### src/hdl/rmwf_pkg.sv
`timescale 1ns / 1ps

package rmwf_pkg;

  localparam int SAMPLE_W    = 24;
  localparam int WINDOW_DEF  = 5;
  localparam int MIDDLE_RANK = 2;

  typedef logic signed [SAMPLE_W-1:0] sample_t;

endpackage

### src/hdl/rmwf_zmem.sv
`timescale 1ns / 1ps

module rmwf_zmem #(
  parameter int DEPTH = rmwf_pkg::WINDOW_DEF,
  parameter int WIDTH = rmwf_pkg::SAMPLE_W,
  localparam int AW   = (DEPTH > 1) ? $clog2(DEPTH) : 1
) (
  input  logic             clk,
  input  logic             rst_n,
  input  logic             rd_en,
  input  logic [AW-1:0]    rd_addr,
  output logic [WIDTH-1:0] rd_data,
  input  logic             wr_en,
  input  logic [AW-1:0]    wr_addr,
  input  logic [WIDTH-1:0] wr_data
);

  logic [WIDTH-1:0] mem_r [DEPTH];
  logic [DEPTH-1:0] vld_r;
  logic [WIDTH-1:0] rd_data_r;

  always_ff @(posedge clk) begin
    if (wr_en) begin
      mem_r[wr_addr] <= wr_data;
    end
  end

  // entries never written read as zero
  always_ff @(posedge clk) begin
    if (!rst_n) begin
      vld_r <= '0;
    end else if (wr_en) begin
      vld_r[wr_addr] <= 1'b1;
    end
  end

  always_ff @(posedge clk) begin
    if (rd_en) begin
      rd_data_r <= vld_r[rd_addr] ? mem_r[rd_addr] : '0;
    end
  end

  assign rd_data = rd_data_r;

endmodule

### src/hdl/running_median_window_filter.sv
`timescale 1ns / 1ps
// Each request runs a removal pass and then an insertion pass over the sorted store, which has
// one read and one write port, one entry per cycle; in_stall holds off the next request
// until the result is registered.
// A finished result waits in the output register while the next request runs.
// Synchronous reset (rst_n low) clears the write position; both stores then read as zero.

module running_median_window_filter #(
  parameter int WINDOW = rmwf_pkg::WINDOW_DEF
) (
  input  logic                    clk,
  input  logic                    rst_n,
  input  logic                    in_valid,
  output logic                    in_stall,
  input  rmwf_pkg::sample_t       in_sample,
  output logic                    out_valid,
  input  logic                    out_stall,
  output rmwf_pkg::sample_t       out_median,
  output rmwf_pkg::sample_t       out_latest
);

  localparam int IW   = (WINDOW > 1) ? $clog2(WINDOW) : 1;
  localparam int RANK = (rmwf_pkg::MIDDLE_RANK >= WINDOW) ? WINDOW - 1 : rmwf_pkg::MIDDLE_RANK;
  localparam int PEN  = (WINDOW > 1) ? WINDOW - 2 : 0;
  localparam logic [IW-1:0] LAST_IDX = IW'(WINDOW - 1);
  localparam logic [IW-1:0] PEN_IDX  = IW'(PEN);
  localparam logic [IW-1:0] RANK_IDX = IW'(RANK);

  typedef enum logic [2:0] {
    ST_IDLE, ST_OLD, ST_DEL, ST_ISS, ST_INS, ST_LAST, ST_MED, ST_DONE
  } state_t;

  state_t            state_r;
  logic [IW-1:0]     pos_r;
  logic [IW-1:0]     cnt_r;
  rmwf_pkg::sample_t new_r;
  rmwf_pkg::sample_t old_r;
  rmwf_pkg::sample_t carry_r;
  logic              found_r;
  logic              ins_r;
  logic              out_valid_r;
  rmwf_pkg::sample_t out_median_r;
  rmwf_pkg::sample_t out_latest_r;

  logic              acc;
  logic              win_rd_en;
  logic              win_wr_en;
  rmwf_pkg::sample_t win_rd_data;
  logic              srt_rd_en;
  logic [IW-1:0]     srt_rd_addr;
  rmwf_pkg::sample_t srt_rd_data;
  logic              srt_wr_en;
  logic [IW-1:0]     srt_wr_addr;
  rmwf_pkg::sample_t srt_wr_data;

  assign in_stall   = (state_r != ST_IDLE);
  assign acc        = in_valid && !in_stall;
  assign out_valid  = out_valid_r;
  assign out_median = out_median_r;
  assign out_latest = out_latest_r;

  assign win_rd_en = acc;
  assign win_wr_en = (state_r == ST_OLD);

  rmwf_zmem #(
    .DEPTH (WINDOW),
    .WIDTH (rmwf_pkg::SAMPLE_W)
  ) u_win (
    .clk     (clk),
    .rst_n   (rst_n),
    .rd_en   (win_rd_en),
    .rd_addr (pos_r),
    .rd_data (win_rd_data),
    .wr_en   (win_wr_en),
    .wr_addr (pos_r),
    .wr_data (new_r)
  );

  rmwf_zmem #(
    .DEPTH (WINDOW),
    .WIDTH (rmwf_pkg::SAMPLE_W)
  ) u_srt (
    .clk     (clk),
    .rst_n   (rst_n),
    .rd_en   (srt_rd_en),
    .rd_addr (srt_rd_addr),
    .rd_data (srt_rd_data),
    .wr_en   (srt_wr_en),
    .wr_addr (srt_wr_addr),
    .wr_data (srt_wr_data)
  );

  // sorted store: drop one copy of the evicted value, then insert the new one
  always_comb begin
    srt_rd_en   = 1'b0;
    srt_rd_addr = '0;
    srt_wr_en   = 1'b0;
    srt_wr_addr = cnt_r;
    srt_wr_data = srt_rd_data;
    unique case (state_r)
      ST_OLD: begin
        srt_rd_en = 1'b1;
      end
      ST_DEL: begin
        srt_rd_en   = (cnt_r != LAST_IDX);
        srt_rd_addr = IW'(cnt_r + 1'b1);
        srt_wr_en   = found_r;
        srt_wr_addr = IW'(cnt_r - 1'b1);
      end
      ST_ISS: begin
        srt_rd_en = 1'b1;
      end
      ST_INS: begin
        srt_rd_en   = (cnt_r != PEN_IDX);
        srt_rd_addr = IW'(cnt_r + 1'b1);
        srt_wr_en   = 1'b1;
        if (ins_r) begin
          srt_wr_data = carry_r;
        end else if (srt_rd_data >= new_r) begin
          srt_wr_data = new_r;
        end
      end
      ST_LAST: begin
        srt_wr_en   = 1'b1;
        srt_wr_addr = LAST_IDX;
        srt_wr_data = ins_r ? carry_r : new_r;
      end
      ST_MED: begin
        srt_rd_en   = 1'b1;
        srt_rd_addr = RANK_IDX;
      end
      ST_IDLE, ST_DONE: begin
      end
      default: begin
      end
    endcase
  end

  always_ff @(posedge clk) begin
    if (!rst_n) begin
      state_r     <= ST_IDLE;
      pos_r       <= '0;
      cnt_r       <= '0;
      found_r     <= 1'b0;
      ins_r       <= 1'b0;
      out_valid_r <= 1'b0;
    end else begin
      if (out_valid_r && !out_stall && state_r != ST_DONE) begin
        out_valid_r <= 1'b0;
      end
      unique case (state_r)
        ST_IDLE: begin
          if (acc) begin
            new_r   <= in_sample;
            state_r <= ST_OLD;
          end
        end
        ST_OLD: begin
          old_r   <= win_rd_data;
          pos_r   <= (pos_r == LAST_IDX) ? '0 : IW'(pos_r + 1'b1);
          cnt_r   <= '0;
          found_r <= 1'b0;
          state_r <= ST_DEL;
        end
        ST_DEL: begin
          if (!found_r && srt_rd_data == old_r) begin
            found_r <= 1'b1;
          end
          if (cnt_r == LAST_IDX) begin
            cnt_r   <= '0;
            ins_r   <= 1'b0;
            state_r <= (WINDOW > 1) ? ST_ISS : ST_LAST;
          end else begin
            cnt_r <= IW'(cnt_r + 1'b1);
          end
        end
        ST_ISS: begin
          state_r <= ST_INS;
        end
        ST_INS: begin
          if (ins_r || srt_rd_data >= new_r) begin
            ins_r   <= 1'b1;
            carry_r <= srt_rd_data;
          end
          if (cnt_r == PEN_IDX) begin
            state_r <= ST_LAST;
          end else begin
            cnt_r <= IW'(cnt_r + 1'b1);
          end
        end
        ST_LAST: begin
          state_r <= ST_MED;
        end
        ST_MED: begin
          state_r <= ST_DONE;
        end
        ST_DONE: begin
          if (!out_valid_r || !out_stall) begin
            out_median_r <= srt_rd_data;
            out_latest_r <= new_r;
            out_valid_r  <= 1'b1;
            state_r      <= ST_IDLE;
          end
        end
        default: begin
          state_r <= ST_IDLE;
        end
      endcase
    end
  end

endmodule
### config.mk
export PLATFORM = sky130hd
export DESIGN_NAME = running_median_window_filter
export DESIGN_NICKNAME = d
export VERILOG_FILES = /design/src/hdl/rmwf_pkg.sv /design/src/hdl/rmwf_zmem.sv /design/src/hdl/running_median_window_filter.sv
export SDC_FILE = /design/constraint.sdc
export NUM_CORES = 1
export LEC_CHECK = 0
export BUFFER_PORTS_ARGS = -buffer_cell sky130_fd_sc_hd__buf_2
export CAP_MARGIN = 20
export CORE_ASPECT_RATIO = 0.6
export CORE_MARGIN = 2
export CORE_UTILIZATION = 30
export CTS_CLUSTER_SIZE = 10
export DETAILED_ROUTE_END_ITERATION = 7
export PLACE_DENSITY_LB_ADDON = 0.12
export RECOVER_POWER = 25
export SYNTH_ARGS = -nofsm -noshare
export SYNTH_HDL_FRONTEND = slang
export SYNTH_SLANG_ARGS = --single-unit
### constraint.sdc
create_clock -name clk -period 7.6 [get_ports clk]
set_input_delay 1.52 -clock clk [delete_from_list [all_inputs] [get_ports clk]]
set_output_delay 1.52 -clock clk [all_outputs]
set_load 0.02 [all_outputs]
==> metrics.md, run 1 <==
| Metric | Value |
|---|---|
| Nets | `1302` |
| Vias in the first global route | `10100` |
| Worst slack, placed | `3.47 ns` |
| Post_cts resized | `0` |
| Post-synth EDFFs | `408` |
| Sinks on Clock Net | `430` |
| Die height | `194 um` |
| Post-synthesis sequential area ratio | `0.705` |
| Slew headroom | `0.305` |
| Antenna Nets Post-Route | `0` |
| First-pass GRT wire length | `71.0 mm` |
| Clk slew on worst S/H paths | `0.06 ns` |
| Ys flop type | `edfxtp_1` |
| CP required | `7.87 ns` |
| Syn Inst Count | `1142` |
| Syn Area/Cell | `15.8 um2` |
| Port Buffers | `77` |
| CTS root buffer | `clkbuf_16` |
| Cell taking the most area after synthesis | `edfxtp_1` |
| Dpl cells | `1972` |
| Yosys top cell area share | `0.680` |
| GPL Wtd Cong | `0.807` |
| Largest net degree at the start of global routing | `50` |
| Post-route setup TNS | `0 ns` |
| Final std cells w/o fill | `2056` |
| CTS Buf Count | `49` |
| Ys async rst share | `0` |
| Vias | `10200` |
| Fmax | `245 MHz` |
| WP data arrival | `4.35 ns` |
| First-pass detailed-route iteration total | `6` |
| Initial Utilization | `0.304` |
| Status | `finished, final reports clean` |
| Commonest cells after routing, fill and taps aside | `408 x edfxtp_1, 84 x nor2_1, 77 x buf_2` |
| Final setup margin | `3.52 ns` |
| Proportion of layout cells with a drive suffix above 1 | `0.209` |
| CTS hold repair buffers | `0` |
| Critical Path Start Type | `flop` |
| Initial antenna violation count | `1` |
| Die width | `320 um` |
| CTS tree | `yes` |
| Synth cell types | `57` |
| Clock latency on the worst-skew pair | `0.58 ns` |
| Max-Cap Viols | `0` |
| Drt via density | `4.96` |
| Worst min path class | `reg -> reg` |
| Worst Skew | `0.0219 ns` |
| Maximum VDD drop | `0.175 mV` |
| Layout overhead on the synthesized area | `15.6%` |
| Row cnt | `69` |
| Syn_nets | `1201` |
| Hold slack | `0.419 ns` |
| Min cycle time layout | `4.08 ns` |
| P per Cell Area | `267 mW/mm2` |
| Diodes inserted | `0` |
| RSZ-0062 raised after global routing | `false` |
| Synth area leaders | `edfxtp_1 68%, mux4_2 5.1%, dfxtp_1 2.4%` |
| Worst Path Class, Setup | `reg -> reg` |
| Die area | `0.0621 mm2` |
| Wire per inst | `23.3 um` |
| Synth Register Bits | `430` |
| Synth warn | `0` |
| DR DRC count | `0` |
| Most common cell after layout, fill and taps aside | `edfxtp_1` |
| Slew Limit Fails | `0` |
| Endpoints failing hold | `0` |
| H-Tree Depth | `2` |
| # setup viols final | `0` |
| Fin crit share | `0.537` |
| Post-Route Utilization | `0.351` |
| CP endpoint kind | `flop` |
| Total gr overflow | `0` |
| Crit path max fanout | `26` |
| Core area | `0.0593 mm2` |
| CTS max path bufs | `3` |
| Tot GR Track Use | `0.154` |
| Pleak | `6.85 nW` |
| Initial DRC Count | `860` |
| Drt total wl | `47.9 mm` |
| # Post-CTS Setup Buffers | `0` |
| # IOs | `78` |
| Synthesized area | `0.0180 mm2` |
| Least-Margin Pin Slew | `1.04 ns` |
| Final HPWL from detailed placement | `30.9 mm` |
final cells by class:
type	count	area, um2
fill	5611	38500
sequential	430	12700
timing repair buffer	111	653
clock buffer	81	1390
inverter	33	124
clock inverter	2	17.5
multi-input combinational	618	4970
tap	781	977
worst max-delay path, cell delays in order, from the launching register on:
cell and delay (ns):
dfxtp_1 0.54, inv_1 0.17, ha_1 0.38, maj3_1 0.38, nand2_2 0.76, mux4_2 0.64, a21oi_4 0.80, a21oi_1 0.11
flip-flops by register name (all words and copies together), names as in the netlist, 5 cells and up:
| signal | flops |
|---|---|
| carry_r | 24 |
| new_r | 24 |
| old_r | 24 |
| out_latest | 24 |
| out_median | 24 |
| u_srt.mem_r | 120 |
| u_srt.rd_data | 24 |
| u_srt.vld_r | 5 |
| u_win.mem_r | 120 |
| u_win.rd_data | 24 |
| u_win.vld_r | 5 |
through the flow:
step | area [um2] | total power [mW]
floorplan | 18000 | 3.23
global route | 20800 | 5.80
global placement | 19400 | 3.47
CTS | 20800 | 5.64
finish | 20800 | 5.55
detailed placement | 19400 | 3.46
synthesized netlist by cell type (6+ instances only):
master,number
a21oi_1,61
a21oi_2,7
a221oi_1,24
a22oi_1,27
buf_2,12
buf_4,9
buf_6,6
clkbuf_1,29
dfxtp_1,22
edfxtp_1,408
ha_1,31
inv_1,33
mux2_2,23
mux2i_1,25
mux4_1,9
mux4_2,41
nand2_1,70
nand3_1,58
nand4_1,9
nor2_1,87
nor2b_1,9
nor3_1,15
o21a_1,11
o21ai_0,10
or2_1,20
xnor2_1,17
xor2_1,7
routing by layer:
layer,track usage,share of wire
met5,0,0
met4,0.0270,0.013
met3,0.0306,0.050
met2,0.214,0.41
met1,0.248,0.52
cell families after synthesis:
group | after synthesis | synth area share
AO/OA/AOI/OAI | 167 | 0.0653
buffers and inverters | 94 | 0.0248
multiplexers | 98 | 0.0927
XOR/XNOR | 24 | 0.0117
adder cells (fa/ha/maj) | 32 | 0.0221
AND/OR/NAND/NOR | 297 | 0.0788
flip-flops | 430 | 0.705
worst paths after layout:
check,start,endpoint,slack [ns],cells after the start
worst max-delay path,cnt_r[0],u_srt.rd_data[8],3.52,7
worst min-delay path,u_win.rd_data[10],old_r[10],0.42,0
worst max register to register,cnt_r[0],u_srt.rd_data[8],3.52,7
worst min register to register,u_win.rd_data[10],old_r[10],0.42,0
power by group:
group	switching, mW	internal (mW)
Sequential	0.103	2.74
Clock	0.909	1.23
Combinational	0.362	0.206
Total	1.38	4.18
Power figures use the tool's default switching activity.
==> run 2, diff against run 1 <==
- clock period: 7.6 -> 4.3 ns (I/O delays scaled with it)
==> metrics.md, run 2 (synthesis gave the netlist of run 1 again) <==
| Metric | Value |
|---|---|
| Crit path max fanout | `13` |
| Fill count | `5652` |
| Port Buffers | `77` |
| Worst Skew | `0.0163 ns` |
| # IOs | `78` |
| First-pass GRT wire length | `73.5 mm` |
| Initial antenna violation count | `0` |
| Endpoints failing hold | `0` |
| First-pass detailed-route iteration total | `5` |
| GPL Wtd Cong | `0.850` |
| Die area | `0.0621 mm2` |
| Most common cell after layout, fill and taps aside | `edfxtp_1` |
| Proportion of layout cells with a drive suffix above 1 | `0.207` |
| Clock latency on the worst-skew pair | `0.58 ns` |
| Final setup margin | `0.796 ns` |
| Clk slew on worst S/H paths | `0.06 ns` |
| Post-route setup TNS | `0 ns` |
| # setup viols final | `0` |
| Maximum VDD drop | `0.263 mV` |
| Pleak | `6.91 nW` |
| Biggest registers after layout | `u_srt.mem_r (120), u_win.mem_r (120)` |
| Drt total wl | `50.0 mm` |
| Core area | `0.0593 mm2` |
| Status | `finished, final reports clean` |
| Die height | `194 um` |
| Nets | `1330` |
| Row cnt | `69` |
| # Post-CTS Setup Buffers | `0` |
| Vias in the first global route | `10400` |
| CP endpoint kind | `flop` |
| Worst hold start | `u_win.rd_data[15]` |
| Diodes inserted | `0` |
| Initial Utilization | `0.304` |
| CTS hold repair buffers | `0` |
| Least-Margin Pin Slew | `1.02 ns` |
| Wire per inst | `23.9 um` |
| Critical Path Start Type | `flop` |
| Largest net degree at the start of global routing | `49` |
| Fmax | `285 MHz` |
| Antenna Nets Post-Route | `0` |
| Overall Power | `9.82 mW` |
| Post-Route Utilization | `0.353` |
| Worst min path class | `reg -> reg` |
| Final HPWL from detailed placement | `32.9 mm` |
| Worst hold path cell count | `0` |
| Die width | `320 um` |
| Vias | `10500` |
| Reg2Reg Depth | `10` |
| Slew Limit Fails | `0` |
| CTS Buf Count | `48` |
| Post_cts resized | `0` |
| Min cycle time layout | `3.50 ns` |
| Sinks on Clock Net | `430` |
| Drt via density | `5.00` |
| Reg-to-reg startpoint | `new_r[13]` |
| WP data arrival | `3.76 ns` |
| Launch point of the worst path | `new_r[13]` |
| Max-Cap Viols | `0` |
| CP required | `4.56 ns` |
| Initial DRC Count | `1088` |
| P per Cell Area | `469 mW/mm2` |
| H-Tree Depth | `2` |
| DR DRC count | `0` |
| Worst slack, placed | `0.822 ns` |
| CTS tree | `yes` |
| Fin crit share | `0.815` |
| RSZ-0062 raised after global routing | `false` |
| CTS root buffer | `clkbuf_16` |
| Commonest cells after routing, fill and taps aside | `408 x edfxtp_1, 84 x nor2_1, 73 x buf_2` |
| Layout overhead on the synthesized area | `16.3%` |
| CTS max path bufs | `3` |
| Tot GR Track Use | `0.161` |
| Slew headroom | `0.319` |
| Total gr overflow | `0` |
| Worst Path Class, Setup | `reg -> reg` |
-- run 2: cell types whose count changed in the layout (fill, tap and decap cells not counted) --
cell	change
buf_4	+11
inv_6	+1
clkbuf_1	+31
buf_8	+1
buf_2	-4
buf_12	-1
clkbuf_16	-2
clkinv_4	-1
-- run 2: worst max-delay path, stage by stage (launching register included) --
cell and delay [ns]:
edfxtp_1 0.31, clkbuf_1 0.47, inv_1 0.10, ha_1 0.34
nand4_1 0.16, nor4_4 0.38, o311ai_1 0.22, nand4_1 0.17
mux2i_1 0.13, nor2_2 0.53, buf_4 0.36
-- run 2: worst paths after layout --
path                 end  slack (ns)
min            old_r[15]        0.41
min reg2reg    old_r[15]        0.41
max          carry_r[16]        0.80
max reg2reg  carry_r[16]        0.80
-- run 2: area by class of cell --
cell class                      count  area, um2  area share
Timing Repair Buffer              140        793      0.0379
Clock buffer                       88       1370      0.0655
Multi-Input combinational cell    618       4970       0.237
Clock inverter                      2       17.5    0.000836
Sequential cell                   430      12700       0.606
Tap cell                          781        977      0.0467
Inverter                           33        124     0.00591
-- run 2: per-layer routing --
metal / share of wire / up-vias / GRT usage
li1: - / 4704 / -
met1: 0.52 / 5440 / 0.254
met2: 0.41 / 248 / 0.228
met3: 0.049 / 59 / 0.0301
met4: 0.015 / 0 / 0.0316
met5: 0 / - / 0
-- run 2: through the flow --
stage          area, um2  hold slack [ns]  std cells
3_3_place_gp       19600            0.405       2001
5_1_grt            20900            0.402       2092
4_1_cts            21000            0.405       2092
6_report           20900            0.412       2092
3_5_place_dp       19600            0.406       2002
2_1_floorplan      18000            0.400       1142
-- run 2: power breakdown --
group,internal [mW],total (mW),switching (mW)
Clock,2.14,3.77,1.63
Combinational,0.373,1.04,0.665
Sequential,4.84,5.02,0.179
==> run 3, diff against run 2 <==
- clock period: 4.3 -> 2.9 ns (I/O delays scaled with it)
==> metrics.md, run 3 (synthesis gave the netlist of run 1 again) <==
| Metric | Value |
|---|---|
| Initial DRC Count | `857` |
| R2r setup slk | `0.07 ns` |
| Most common cell after layout, fill and taps aside | `edfxtp_1` |
| CTS Buf Count | `49` |
| WP data arrival | `3.11 ns` |
| Drt total wl | `49.3 mm` |
| Nets | `1380` |
| Max-Cap Viols | `0` |
| Post-route setup TNS | `0 ns` |
| Die area | `0.0621 mm2` |
| Slew Limit Fails | `0` |
| Largest net degree at the start of global routing | `31` |
| Least-Margin Pin Slew | `0.867 ns` |
| Crit path max fanout | `24` |
| GPL Wtd Cong | `0.840` |
| Row cnt | `69` |
| Worst min path class | `in -> reg` |
| Clk network pwr share | `0.378` |
| Cell-internal power | `10.9 mW` |
| Wire per inst | `23.2 um` |
| Overall Power | `14.6 mW` |
| Vias | `10600` |
| CP required | `3.18 ns` |
| Worst Path Class, Setup | `reg -> reg` |
| Min cycle time layout | `2.83 ns` |
| Layout overhead on the synthesized area | `19.2%` |
| # setup viols final | `0` |
| Tot GR Track Use | `0.158` |
| Pleak | `7.10 nW` |
| Maximum VDD drop | `0.392 mV` |
| Hold slack | `0.180 ns` |
| Slew headroom | `0.416` |
| Vias in the first global route | `10800` |
| Clk slew on worst S/H paths | `0.06 ns` |
| H-Tree Depth | `2` |
| Port Buffers | `77` |
| Initial Utilization | `0.304` |
| Post-Place Cell Area | `0.0202 mm2` |
| Combinational share of power | `0.123` |
| Drt via density | `4.99` |
| Sequential power share | `0.499` |
| Proportion of layout cells with a drive suffix above 1 | `0.221` |
| Post-Route Utilization | `0.362` |
| Endpoints failing hold | `0` |
| Antenna Nets Post-Route | `0` |
| Status | `finished, final reports clean` |
| P per Cell Area | `681 mW/mm2` |
| Final Cell Area | `0.0215 mm2` |
| Biggest registers after layout | `u_srt.mem_r (120), u_win.mem_r (120)` |
| First-pass GRT wire length | `73.0 mm` |
| DR DRC count | `0` |
| CTS max path bufs | `3` |
| CP endpoint kind | `flop` |
| Sw Pwr | `3.70 mW` |
| Final HPWL from detailed placement | `33.7 mm` |
| Clock latency on the worst-skew pair | `0.58 ns` |
| Diodes inserted | `0` |
| Fin crit share | `0.977` |
| Critical Path Start Type | `flop` |
| Worst Skew | `0.0155 ns` |
| Sinks on Clock Net | `430` |
| CTS hold repair buffers | `0` |
| Net switching fraction of the power | `0.253` |
| Total gr overflow | `0` |
| Commonest cells after routing, fill and taps aside | `408 x edfxtp_1, 84 x nor2_1, 71 x clkbuf_1` |
| Initial antenna violation count | `3` |
| CTS root buffer | `clkbuf_16` |
| Die height | `194 um` |
| Core area | `0.0593 mm2` |
| Die width | `320 um` |
| First-pass detailed-route iteration total | `5` |
| Fmax | `353 MHz` |
| CTS tree | `yes` |
| # IOs | `78` |
-- run 3: final timing paths --
path | from | endpoint | cells after the start
setup reg to reg | u_srt.rd_data[11] | u_srt.mem_r[1][18] | 9
hold / removal | in_sample[15] | new_r[15] | 1
setup / recovery | u_srt.rd_data[11] | u_srt.mem_r[1][18] | 9
hold reg to reg | u_win.rd_data[14] | old_r[14] | 0
-- run 3: power groups by stage --
stage               Clock, mW  Sequential (mW)  Combinational (mW)
finish                   5.53             7.30                1.80
global route             5.94             7.32                1.97
CTS                      5.70             7.30                1.83
detailed placement          0             7.43                1.82
global placement            0             7.43                1.82
floorplan                   0             7.43                1.02
-- run 3: worst max-delay path: stages, from the launching register on --
cell and delay [ns]:
edfxtp_1 0.47, ha_4 0.36, nand4_1 0.33, nor4_4 0.43, buf_4 0.17, a31oi_2 0.08
buf_6 0.20, a22oi_1 0.18, or2_2 0.14, nand3_1 0.14
-- run 3: timing repair --
item	CTS	global route
gates resized for setup	1	10
setup buffers	0	2
pin swaps	1	3
setup endpoints to repair	5	144
-- run 3: metal layers --
layer  vias up  part of all wire  GRT usage
li1       4782                 -          -
met5         -           0.00026          0
met2       263              0.42      0.221
met1      5465              0.51      0.245
met3        70             0.062     0.0405
met4         2             0.016     0.0313
-- run 3: final cells by class --
| class | instances | area, um2 |
|---|---|---|
| Fill cell | 5662 | 37800 |
| Sequential cell | 430 | 12700 |
| Multi-Input combinational cell | 618 | 5040 |
| Clock buffer | 66 | 1300 |
| Timing Repair Buffer | 189 | 1290 |
| Tap cell | 781 | 977 |
| Inverter | 33 | 124 |
| Clock inverter | 5 | 50.0 |
-- run 3: metrics by stage --
stage               worst slack [ns]  instances
global route                 -0.0151       2122
global placement              0.0641       2048
finish                        0.0666       2122
detailed placement            0.0110       2048
floorplan                     -0.470       1142
CTS                           0.0324       2119
